## src/sv/sha_pkg.sv

```systemverilog
// ----------------------------------------------------------------------------
// sha_pkg
// Shared types, constants and round functions for the SHA-256 engine.
// ----------------------------------------------------------------------------
package sha_pkg;

  localparam int unsigned BlockWords = 16;
  localparam int unsigned Rounds     = 64;
  localparam int unsigned LenOffset  = 56;
  localparam logic [7:0]  PadByte    = 8'h80;

  typedef logic [7:0][31:0] hash_t;

  localparam hash_t InitHash = {
    32'h5be0cd19, 32'h1f83d9ab, 32'h9b05688c, 32'h510e527f,
    32'ha54ff53a, 32'h3c6ef372, 32'hbb67ae85, 32'h6a09e667
  };

  typedef enum logic [1:0] {
    ST_IDLE,
    ST_START,
    ST_RUN,
    ST_OUT
  } state_e;

  // Padding control for the block being compressed.
  typedef struct packed {
    logic       pad;
    logic       first;
    logic       len_en;
    logic [5:0] pos;
  } blk_mode_t;

  typedef enum logic {
    OP_ABSORB = 1'b0,
    OP_FINISH = 1'b1
  } op_e;

  function automatic logic [31:0] rotr(input logic [31:0] x, input int unsigned n);
    rotr = (x >> n) | (x << (32 - n));
  endfunction

  function automatic logic [31:0] big_s0(input logic [31:0] x);
    big_s0 = rotr(x, 2) ^ rotr(x, 13) ^ rotr(x, 22);
  endfunction

  function automatic logic [31:0] big_s1(input logic [31:0] x);
    big_s1 = rotr(x, 6) ^ rotr(x, 11) ^ rotr(x, 25);
  endfunction

  function automatic logic [31:0] sml_s0(input logic [31:0] x);
    sml_s0 = rotr(x, 7) ^ rotr(x, 18) ^ (x >> 3);
  endfunction

  function automatic logic [31:0] sml_s1(input logic [31:0] x);
    sml_s1 = rotr(x, 17) ^ rotr(x, 19) ^ (x >> 10);
  endfunction

  function automatic logic [31:0] round_k(input logic [5:0] r);
    logic [31:0] k;
    case (r)
      6'd0:  k = 32'h428a2f98;  6'd1:  k = 32'h71374491;
      6'd2:  k = 32'hb5c0fbcf;  6'd3:  k = 32'he9b5dba5;
      6'd4:  k = 32'h3956c25b;  6'd5:  k = 32'h59f111f1;
      6'd6:  k = 32'h923f82a4;  6'd7:  k = 32'hab1c5ed5;
      6'd8:  k = 32'hd807aa98;  6'd9:  k = 32'h12835b01;
      6'd10: k = 32'h243185be;  6'd11: k = 32'h550c7dc3;
      6'd12: k = 32'h72be5d74;  6'd13: k = 32'h80deb1fe;
      6'd14: k = 32'h9bdc06a7;  6'd15: k = 32'hc19bf174;
      6'd16: k = 32'he49b69c1;  6'd17: k = 32'hefbe4786;
      6'd18: k = 32'h0fc19dc6;  6'd19: k = 32'h240ca1cc;
      6'd20: k = 32'h2de92c6f;  6'd21: k = 32'h4a7484aa;
      6'd22: k = 32'h5cb0a9dc;  6'd23: k = 32'h76f988da;
      6'd24: k = 32'h983e5152;  6'd25: k = 32'ha831c66d;
      6'd26: k = 32'hb00327c8;  6'd27: k = 32'hbf597fc7;
      6'd28: k = 32'hc6e00bf3;  6'd29: k = 32'hd5a79147;
      6'd30: k = 32'h06ca6351;  6'd31: k = 32'h14292967;
      6'd32: k = 32'h27b70a85;  6'd33: k = 32'h2e1b2138;
      6'd34: k = 32'h4d2c6dfc;  6'd35: k = 32'h53380d13;
      6'd36: k = 32'h650a7354;  6'd37: k = 32'h766a0abb;
      6'd38: k = 32'h81c2c92e;  6'd39: k = 32'h92722c85;
      6'd40: k = 32'ha2bfe8a1;  6'd41: k = 32'ha81a664b;
      6'd42: k = 32'hc24b8b70;  6'd43: k = 32'hc76c51a3;
      6'd44: k = 32'hd192e819;  6'd45: k = 32'hd6990624;
      6'd46: k = 32'hf40e3585;  6'd47: k = 32'h106aa070;
      6'd48: k = 32'h19a4c116;  6'd49: k = 32'h1e376c08;
      6'd50: k = 32'h2748774c;  6'd51: k = 32'h34b0bcb5;
      6'd52: k = 32'h391c0cb3;  6'd53: k = 32'h4ed8aa4a;
      6'd54: k = 32'h5b9cca4f;  6'd55: k = 32'h682e6ff3;
      6'd56: k = 32'h748f82ee;  6'd57: k = 32'h78a5636f;
      6'd58: k = 32'h84c87814;  6'd59: k = 32'h8cc70208;
      6'd60: k = 32'h90befffa;  6'd61: k = 32'ha4506ceb;
      6'd62: k = 32'hbef9a3f7;  6'd63: k = 32'hc67178f2;
      default: k = 32'h0;
    endcase
    round_k = k;
  endfunction

endpackage

```

## src/sv/sha_buf.sv

```systemverilog
// ----------------------------------------------------------------------------
// sha_buf
// Block buffer: 16 x 32-bit memory with byte-lane writes and a registered
// read; padding and length bytes are overlaid on the read word.
// ----------------------------------------------------------------------------
module sha_buf (
  input  logic               clk_i,
  input  logic               wr_en_i,
  input  logic [5:0]         wr_pos_i,
  input  logic [7:0]         wr_byte_i,
  input  logic [3:0]         rd_addr_i,
  input  sha_pkg::blk_mode_t mode_i,
  input  logic [63:0]        len_i,
  output logic [31:0]        word_o
);
  import sha_pkg::*;

  logic [31:0] mem [BlockWords];
  logic [31:0] rd_data_q;
  logic [3:0]  rd_idx_q;

  // Byte 0 of a word sits in the top lane.
  always_ff @(posedge clk_i) begin
    if (wr_en_i) begin
      mem[wr_pos_i[5:2]][8*(3 - {30'd0, wr_pos_i[1:0]}) +: 8] <= wr_byte_i;
    end
    rd_data_q <= mem[rd_addr_i];
    rd_idx_q  <= rd_addr_i;
  end

  always_comb begin
    logic [5:0] b;
    logic [7:0] mb;
    logic [7:0] ob;
    word_o = '0;
    for (int k = 0; k < 4; k++) begin
      b  = {rd_idx_q, 2'(k)};
      mb = rd_data_q[31 - 8*k -: 8];
      if (!mode_i.pad) begin
        ob = mb;
      end else if (mode_i.len_en && b >= 6'(LenOffset)) begin
        ob = len_i[63 - 8*{29'd0, b[2:0]} -: 8];
      end else if (mode_i.first && b < mode_i.pos) begin
        ob = mb;
      end else if (mode_i.first && b == mode_i.pos) begin
        ob = PadByte;
      end else begin
        ob = 8'h00;
      end
      word_o[31 - 8*k -: 8] = ob;
    end
  end

endmodule

```

## src/sv/sha_core.sv

```systemverilog
// ----------------------------------------------------------------------------
// sha_core
// One compression: 64 rounds, one per cycle, with a 16-word schedule window.
// ----------------------------------------------------------------------------
module sha_core (
  input  logic          clk_i,
  input  logic          rst_ni,
  input  logic          start_i,
  input  sha_pkg::hash_t hash_i,
  input  logic [31:0]   word_i,
  output logic [3:0]    rd_addr_o,
  output logic          done_o,
  output sha_pkg::hash_t vars_o
);
  import sha_pkg::*;

  logic        busy_q, done_q;
  logic [5:0]  r_q;
  hash_t       v_q;
  logic [15:0][31:0] w_q;
  logic [31:0] w_cur, t1, t2, ch, maj;

  // Fetch one word ahead of the round that uses it.
  assign rd_addr_o = busy_q ? (r_q[3:0] + 4'd1) : 4'd0;
  assign done_o    = done_q;
  assign vars_o    = v_q;

  always_comb begin
    if (r_q < 6'(BlockWords)) begin
      w_cur = word_i;
    end else begin
      w_cur = w_q[0] + sml_s0(w_q[1]) + w_q[9] + sml_s1(w_q[14]);
    end
    ch  = (v_q[4] & v_q[5]) ^ (~v_q[4] & v_q[6]);
    maj = (v_q[0] & v_q[1]) ^ (v_q[0] & v_q[2]) ^ (v_q[1] & v_q[2]);
    t1  = v_q[7] + big_s1(v_q[4]) + ch + round_k(r_q) + w_cur;
    t2  = big_s0(v_q[0]) + maj;
  end

  always_ff @(posedge clk_i or negedge rst_ni) begin
    if (!rst_ni) begin
      busy_q <= 1'b0;
      done_q <= 1'b0;
      r_q    <= '0;
    end else begin
      done_q <= 1'b0;
      if (start_i) begin
        busy_q <= 1'b1;
        r_q    <= '0;
      end else if (busy_q) begin
        r_q <= r_q + 6'd1;
        if (r_q == 6'(Rounds - 1)) begin
          busy_q <= 1'b0;
          done_q <= 1'b1;
        end
      end
    end
  end

  always_ff @(posedge clk_i) begin
    if (start_i) begin
      v_q <= hash_i;
    end else if (busy_q) begin
      w_q  <= {w_cur, w_q[15:1]};
      v_q  <= {v_q[6:4], v_q[3] + t1, v_q[2:0], t1 + t2};
    end
  end

endmodule

```

## src/sv/sha256_hash_engine_unit.sv

```systemverilog
// Absorb: a byte is taken each time the unit is idle; a full block then runs
// start, 64 rounds and the hash update before the next byte is taken.
// Finish: one or two compressions, then eight output beats.
// Rate is set by the single round unit, one round per cycle.
// Reset (rst_ni low, asynchronous) loads the initial hash, zero count.
// ----------------------------------------------------------------------------
// sha256_hash_engine_unit
// SHA-256 over a byte stream: block buffer, round unit and sequencer.
// ----------------------------------------------------------------------------
module sha256_hash_engine_unit (
  input  logic        clk_i,
  input  logic        rst_ni,
  input  logic        in_valid_i,
  output logic        in_ready_o,
  input  logic        operation_i,
  input  logic [7:0]  data_byte_i,
  output logic        out_valid_o,
  input  logic        out_ready_i,
  output logic [31:0] digest_word_o,
  output logic [2:0]  word_index_o,
  output logic        last_word_o
);
  import sha_pkg::*;

  state_e      state_q, state_d;
  hash_t       hash_q, vars;
  logic [5:0]  pos_q;
  logic [63:0] count_q, len_q;
  blk_mode_t   mode_q;
  logic        second_q;
  logic [2:0]  idx_q;
  logic [3:0]  rd_addr;
  logic [31:0] word;
  logic        done, in_acc, out_acc, wr_en;

  assign in_ready_o  = (state_q == ST_IDLE);
  assign out_valid_o = (state_q == ST_OUT);
  assign in_acc      = in_valid_i && in_ready_o;
  assign out_acc     = out_valid_o && out_ready_i;
  assign wr_en       = in_acc && (operation_i == OP_ABSORB);

  assign digest_word_o = hash_q[idx_q];
  assign word_index_o  = idx_q;
  assign last_word_o   = (idx_q == 3'd7);

  sha_buf u_buf (
    .clk_i     (clk_i),
    .wr_en_i   (wr_en),
    .wr_pos_i  (pos_q),
    .wr_byte_i (data_byte_i),
    .rd_addr_i (rd_addr),
    .mode_i    (mode_q),
    .len_i     (len_q),
    .word_o    (word)
  );

  sha_core u_core (
    .clk_i     (clk_i),
    .rst_ni    (rst_ni),
    .start_i   (state_q == ST_START),
    .hash_i    (hash_q),
    .word_i    (word),
    .rd_addr_o (rd_addr),
    .done_o    (done),
    .vars_o    (vars)
  );

  always_ff @(posedge clk_i or negedge rst_ni) begin
    if (!rst_ni) begin
      state_q <= ST_IDLE;
    end else begin
      state_q <= state_d;
    end
  end

  always_comb begin
    state_d = state_q;
    unique case (state_q)
      ST_IDLE: begin
        if (in_acc && (operation_i == OP_FINISH || pos_q == 6'd63)) begin
          state_d = ST_START;
        end
      end
      ST_START: state_d = ST_RUN;
      ST_RUN: begin
        if (done) begin
          if (!mode_q.pad) begin
            state_d = ST_IDLE;
          end else if (second_q) begin
            state_d = ST_START;
          end else begin
            state_d = ST_OUT;
          end
        end
      end
      ST_OUT: begin
        if (out_acc && idx_q == 3'd7) begin
          state_d = ST_IDLE;
        end
      end
      default: state_d = ST_IDLE;
    endcase
  end

  always_ff @(posedge clk_i or negedge rst_ni) begin
    if (!rst_ni) begin
      hash_q   <= InitHash;
      pos_q    <= '0;
      count_q  <= '0;
      mode_q   <= '0;
      second_q <= 1'b0;
      idx_q    <= '0;
      len_q    <= '0;
    end else begin
      if (in_acc) begin
        if (operation_i == OP_ABSORB) begin
          pos_q <= pos_q + 6'd1;
          if (pos_q == 6'd63) begin
            count_q <= count_q + 64'd512;
            mode_q  <= '0;
          end
        end else begin
          len_q       <= count_q + {55'd0, pos_q, 3'b000};
          mode_q.pad  <= 1'b1;
          mode_q.first <= 1'b1;
          mode_q.pos  <= pos_q;
          // Length does not fit after the pad byte: spill into a second block.
          mode_q.len_en <= (pos_q < 6'(LenOffset));
          second_q    <= (pos_q >= 6'(LenOffset));
        end
      end
      if (state_q == ST_RUN && done) begin
        for (int i = 0; i < 8; i++) begin
          hash_q[i] <= hash_q[i] + vars[i];
        end
        if (mode_q.pad && second_q) begin
          second_q      <= 1'b0;
          mode_q.first  <= 1'b0;
          mode_q.len_en <= 1'b1;
        end
        idx_q <= '0;
      end
      if (out_acc) begin
        idx_q <= idx_q + 3'd1;
        if (idx_q == 3'd7) begin
          hash_q  <= InitHash;
          pos_q   <= '0;
          count_q <= '0;
        end
      end
    end
  end

endmodule

```

## config.mk

```make
export PLATFORM = sky130hd
export DESIGN_NAME = sha256_hash_engine_unit
export DESIGN_NICKNAME = d
export VERILOG_FILES = /design/src/sv/sha_pkg.sv /design/src/sv/sha_buf.sv /design/src/sv/sha_core.sv /design/src/sv/sha256_hash_engine_unit.sv
export SDC_FILE = /design/constraint.sdc
export NUM_CORES = 2
export LEC_CHECK = 0
export ABC_CLOCK_PERIOD_IN_PS = 22600
export BUFFER_PORTS_ARGS = -buffer_cell sky130_fd_sc_hd__buf_2
export CAP_MARGIN = 30
export CELL_PAD_IN_SITES_DETAIL_PLACEMENT = 1
export CELL_PAD_IN_SITES_GLOBAL_PLACEMENT = 2
export CORE_MARGIN = 4
export CORE_UTILIZATION = 41
export DETAILED_ROUTE_END_ITERATION = 8
export PLACE_DENSITY = 0.81
export SYNTH_ARGS = -nofsm -noshare
export SYNTH_HDL_FRONTEND = slang
export SYNTH_SLANG_ARGS = --single-unit
```

## constraint.sdc

```tcl
create_clock -name clk_i -period 22.6 [get_ports clk_i]
set_input_delay 2.26 -clock clk_i [delete_from_list [all_inputs] [get_ports clk_i]]
set_output_delay 2.26 -clock clk_i [all_outputs]
set_load 0.02 [all_outputs]
```

; ---- Yosys cells after proc, flatten, opt, wreduce, memory -nomap -nowiden
; Memories as Yosys holds them, arrays and structs flattened. A register that Yosys moved wholly into a read port is not among the register bits.
; Index checks and enable logic that the tools add are counted.
[word_totals]
elab_cells = 227
out_inout_bits = 38
romBits = 2048
reg_bits = 1185
inputBits = 13
ramBits = 512
mem_count = 2
[memory_table]
columns = name, depth, word_bits, rd, rd_clocked_by_memory_dff, wr, line_no
row1 = (name not given), 64, 32, 1, 0, 0, sha_pkg.sv:61  ; case (r)
row2 = u_buf.mem, 16, 32, 1, 1, 1, sha_buf.sv:18  ; logic [31:0] mem [BlockWords];
[classes]
n_addsub = 30
n_shift = 6
bitwise = 29
eq_ne = 13
reduce_logical = 28
n_lt_le_gt_ge = 12
muxes = 61
[op_table]
columns = operator, n
row1 = $mux 256, 5
row2 = $add 32x32->32, 18
row3 = $mux 64, 5
row4 = $xor 32x32->32, 9
row5 = $shiftx 71x33->8, 4
row6 = $and 32x32->32, 5
row7 = $mux 8, 17
row8 = $bmux 32 s3, 1
row9 = $mux 32, 3
row10 = $add 64x10->64 const B, 1
row11 = $add 64x9->64, 1
row12 = $mux 6, 6
row13 = $neg 32->34, 1
row14 = $shift 8x34->32 const A, 1
row15 = $shiftx 8x34->32, 1
row16 = $not 32->32, 1
row17 = $or 10x32->32, 1
row18 = $or 13x32->32, 1
row19 = $or 14x32->32, 1
row20 = $or 15x32->32, 1
row21 = $or 19x32->32, 1
row22 = $or 21x32->32, 1
row23 = $or 25x32->32, 1
row24 = $or 26x32->32, 1
row25 = other kinds (33), 92

; ---- Longest topological paths before layout
[logic_depth]
ltp_word = 11
ltp_mapped = 44
depth_no_buf = 44

; ---- Cells and area by module
; Synthesis repeated with hierarchy kept, for this count alone.
[unflattened]
cells_unflattened = 7782
hier_area_um2 = 94996.1
[by_module_without_submodules]
columns = module, seq_area_each_um2, instances, cells_each, area_per_inst_um2
row1 = sha_core, 23262.3, 1, 3367, 43420.4
row2 = sha256_hash_engine_unit, 10004.6, 1, 3393, 30023.8
row3 = sha_buf, 16095.4, 1, 1022, 21551.9

; ---- Worst setup path after synthesis
; OpenSTA, ideal clock, no wires.
[synth_timing]
path_type = reg2reg
from = reg u_core.busy_q
to = reg u_core.w_q[0] (netlist name) (enable)
t_required_ps = 21146
path_stages_with_launch = 5
n_path_buf = 3
t_arrival_ps = 23409
path_slack_ps = -2264
setup_ps = 1454
cell_sequence = dfrtp_1 > clkbuf_1 > clkbuf_1 > clkbuf_1 > nor2b_1
[synth_between]
elab_chain_len = 1
[synth_rtl]
columns = item, line_no
row1 = start: declaration, sha_core.sv:17  ; logic busy_q, done_q;
row2 = start signal: assignment, sha_core.sv:42  ; busy_q <= 1'b0;
row3 = start signal: assignment, sha_core.sv:48  ; busy_q <= 1'b1;
row4 = start signal: assignment, sha_core.sv:53  ; busy_q <= 1'b0;
row5 = $reduce_and 2->1 (no line), -
row6 = end signal: assignment, sha_core.sv:64  ; w_q <= {w_cur, w_q[15:1]};
row7 = end: declaration, sha_core.sv:20  ; logic [15:0][31:0] w_q;
; No other way between the ends.
; A chain may end at the register's enable or synchronous reset.

; ---- Final worst setup path
[layout_timing]
from = reg u_core.r_q[0]
to = reg u_core.v_q, in the netlist u_core.vars_o[30], data pin
[layout_between]
elab_chain_len = 6
[layout_rtl]
columns = item, line_no
row1 = start: declaration, sha_core.sv:18  ; logic [5:0] r_q;
row2 = start signal: assignment, sha_core.sv:51  ; r_q <= r_q + 6'd1;
row3 = $mem_v2 64x32 or $lt 6x5->1 (tied branches), -
row4 = $add 32x32->32 or $mux 32 (tied branches), "sha_core.sv:36, sha_core.sv:29"
row5 = $add 32x32->32 (*), sha_core.sv:36  ; t1 = v_q[7] + big_s1(v_q[4]) + ch + round_k(r_q) + w_cur;
row6 = $add 32x32->32 (*), sha_core.sv:65  ; v_q <= {v_q[6:4], v_q[3] + t1, v_q[2:0], t1 + t2};
row7 = $mux 256 (*), sha_core.sv:63  ; end else if (busy_q) begin
row8 = $mux 256 (*), sha_core.sv:61  ; if (start_i) begin
row9 = end signal: assignment, sha_core.sv:62  ; v_q <= hash_i;
row10 = end signal: assignment, sha_core.sv:65
row11 = end: declaration, sha_core.sv:19  ; hash_t v_q;
; Every way passes the cells marked *; elsewhere a longest branch is shown, timed or not. The select of a mux whose other input is x is not followed.

==> impl_metrics.json <==
{
  "power_w": 0.00656,
  "relSlewSlack_pct": 13.9,
  "grt_pass1_wl_um": 457000,
  "holdBufCountCts": 0,
  "num_rows": 175,
  "synth_top_area_share_pct": 40.9,
  "min_period_over_period_pct": 51.8,
  "ys_seq_elements": 1717,
  "setup_tns_ps": 0,
  "die_h_um": 487,
  "drc": 0,
  "crit_arrival_ps": 12290,
  "yosysSeqAreaShare_pct": 52.5,
  "dr.first_iter.drc_count": 6108,
  "layout_commonest_cell": "edfxtp_1",
  "rsz0062_at_grt": "false",
  "globalplace.congestion": 0.959,
  "p_leak_nw": 35.7,
  "drive_gt1_share_pct": 13.4,
  "synth_edf_count": 1280,
  "cts_setup_buffers": 0,
  "power.density_nw_per_um2": 63.0,
  "cts_buffers": 191,
  "clk_pin_slew_ps": 60,
  "cts_max_path_buffers": 3,
  "grt_usage_pct": 25.6,
  "setup_violations": 0,
  "via_count": 65300,
  "cts_tree": "done",
  "hpwlAfterDp_um": 221000,
  "antenna_found_initial": 4,
  "crit_path_start_kind": "flip-flop",
  "worstPathMaxFanout": 48,
  "io_pins": 51,
  "antenna_left": 0,
  "min_path_type": "flip-flop to flip-flop",
  "cts.sinks": 1717,
  "cp_slowest_cell": "ha_4",
  "final_cell_mix": "edfxtp_1 (1280), nand2_1 (783), a21oi_1 (605), o21ai_0 (457), nor2_1 (414)",
  "required_ps": 23180,
  "fin_hold_ws_ps": 388,
  "initial_core_util_pct": 41.3,
  "grt_max_degree": 172,
  "firstDrtPassIters": 7,
  "grt.overflow.total": 0,
  "skew_ps": 92.1,
  "clk_latency_ps": 920,
  "synthFlopType": "edfxtp_1",
  "cts-htree-levels": 4,
  "period_minus_slack_ps": 11710,
  "wl_um": 308000,
  "yosys.area.top_type": "edfxtp_1",
  "worst-setup-path-type": "flip-flop to flip-flop",
  "final_nets": 8580,
  "critPathCaptureType": "flip-flop",
  "max_freq_mhz": 85.4,
  "cts_root_buf": "clkbuf_16",
  "synthTopCellsByArea": "edfxtp_1 (41%), dfrtp_1 (7.1%), ha_1 (5.5%), mux2_2 (4.3%), fa_1 (4.2%)",
  "cts_resized": 0,
  "max_stage_delay_ps": 980,
  "area_delta_synth_final_pct": 10.7,
  "yosys_warnings": 0,
  "maxCapViolations": 0,
  "final_core_util_pct": 45.7,
  "dieArea_um2": 237000,
  "syn_nets": 8629,
  "yosysUniqueCellTypes": 86,
  "core_area_um2": 228000,
  "portBuffers": 50,
  "vdd_ir_drop_max_uv": 102,
  "synth_area_per_cell_um2": 11.7,
  "die_x_um": 487,
  "finalHoldViolations": 0,
  "wl_per_cell_um": 27.6,
  "vias_per_cell": 5.86,
  "syn_inst": 8007,
  "status": "complete, no violations",
  "async_flop_share_pct": 23.4,
  "netlist_area_um2": 94000,
  "grt_pass1_vias": 67200,
  "nFillCells": 23800,
  "maxSlewViolCount": 0,
  "worstMarginPinSlew_ps": 1290
}
[where the power goes]
part,internal (W),switching [W]
combinational,0.00000214,0.0000228
sequential,0.00336,0
clock,0.00180,0.00138
total,0.00516,0.00140
[Yosys cell counts (17+ instances only)]
cell type,number
edfxtp_1,1280
nand2_1,787
a21oi_1,605
o21ai_0,457
nor2_1,415
ha_1,414
xnor2_1,408
inv_1,364
mux2_2,356
clkbuf_1,345
dfrtp_1,265
xor2_1,197
fa_1,195
a21o_1,179
dfstp_2,136
mux2i_1,136
nand3_1,132
o211ai_1,98
nor3_1,84
a211oi_1,75
mux4_2,74
nand2b_1,73
a22oi_1,67
o21a_1,61
nor2b_1,59
and2_1,53
buf_1,53
a31oi_1,50
o21bai_1,47
or3_1,43
and3_1,40
a221oi_1,38
dfxtp_1,36
o31ai_1,36
o32ai_1,35
nand4_1,28
or2_2,25
and4_1,17
maj3_1,17
[state kept, by name, summed over array words and instances (netlist names), 6 cells and up]
register	flops
u_core.r_q	6
mode_q	9
count_q	55
pos_q	6
len_q	61
u_core.w_q	512
u_buf.mem	512
hash_q	256
u_buf.rd_data_q	32
u_core.vars_o	256
[per-layer routing]
layer	global-route usage [%]	share of wire, %	vias to the layer above
met4	6.35	2.5	2
met5	0	0.0042	-
met3	3.81	6.0	374
met2	39.7	45	1849
li1	-	-	29100
met1	37.8	46	34000
[kinds of logic after synthesis]
kind of cell | count (synthesis) | synth area share [%]
mux | 566 | 7.48
simple gates | 1803 | 8.61
xor+xnor | 606 | 5.66
flops | 1717 | 52.5
compound gates | 1922 | 12.8
buf+inv | 767 | 3.06
fa+ha+maj | 626 | 9.84
[path summary, 6_finish.rpt]
| kind | startpoint | endpoint | slack (ps) | cells past startpoint |
|---|---|---|---|---|
| min reg2reg | u_core.w_q[486] | u_core.w_q[454] | 390 | 0 |
| max reg2reg | u_core.r_q[0] | u_core.vars_o[30] | 10890 | 35 |
| max in group asynchronous | rst_ni | u_core.r_q[0] | 19020 | 3 |
| max | u_core.r_q[0] | u_core.vars_o[30] | 10890 | 35 |
| min | u_core.w_q[486] | u_core.w_q[454] | 390 | 0 |
| min in group asynchronous | rst_ni | hash_q[94] | 1380 | 1 |
[critical path, delay by kind of cell (launching register included)]
family | cells | cell delay, ps
AND/OR/NAND/NOR | 5 | 1250
adder cells (fa/ha/maj) | 8 | 3910
flip-flops | 1 | 890
AO/OA/AOI/OAI | 14 | 3980
XOR/XNOR | 2 | 410
buffers and inverters | 6 | 930
[metrics by stage]
step / cell area [um2] / instances / worst slack (ps)
after floorplan: 94000 / 8007 / 7650
after global placement: 97400 / 10800 / 11290
after detailed placement: 97500 / 10800 / 11220
after CTS: 104000 / 11100 / 11090
after global routing: 104000 / 11100 / 10360
final: 104000 / 11100 / 10890
[area by class of cell]
cell class	count	area, um2	share of cell area [%]
antenna	2	5.00	0.00481
multi-input combinational	5523	41900	40.2
tap	3009	3760	3.62
clock buffer	247	5100	4.90
inverter	367	1380	1.32
timing repair buffer	158	1250	1.21
clock inverter	113	1330	1.28
sequential	1717	49400	47.4
No activity file was read; power rests on OpenSTA's default activity.
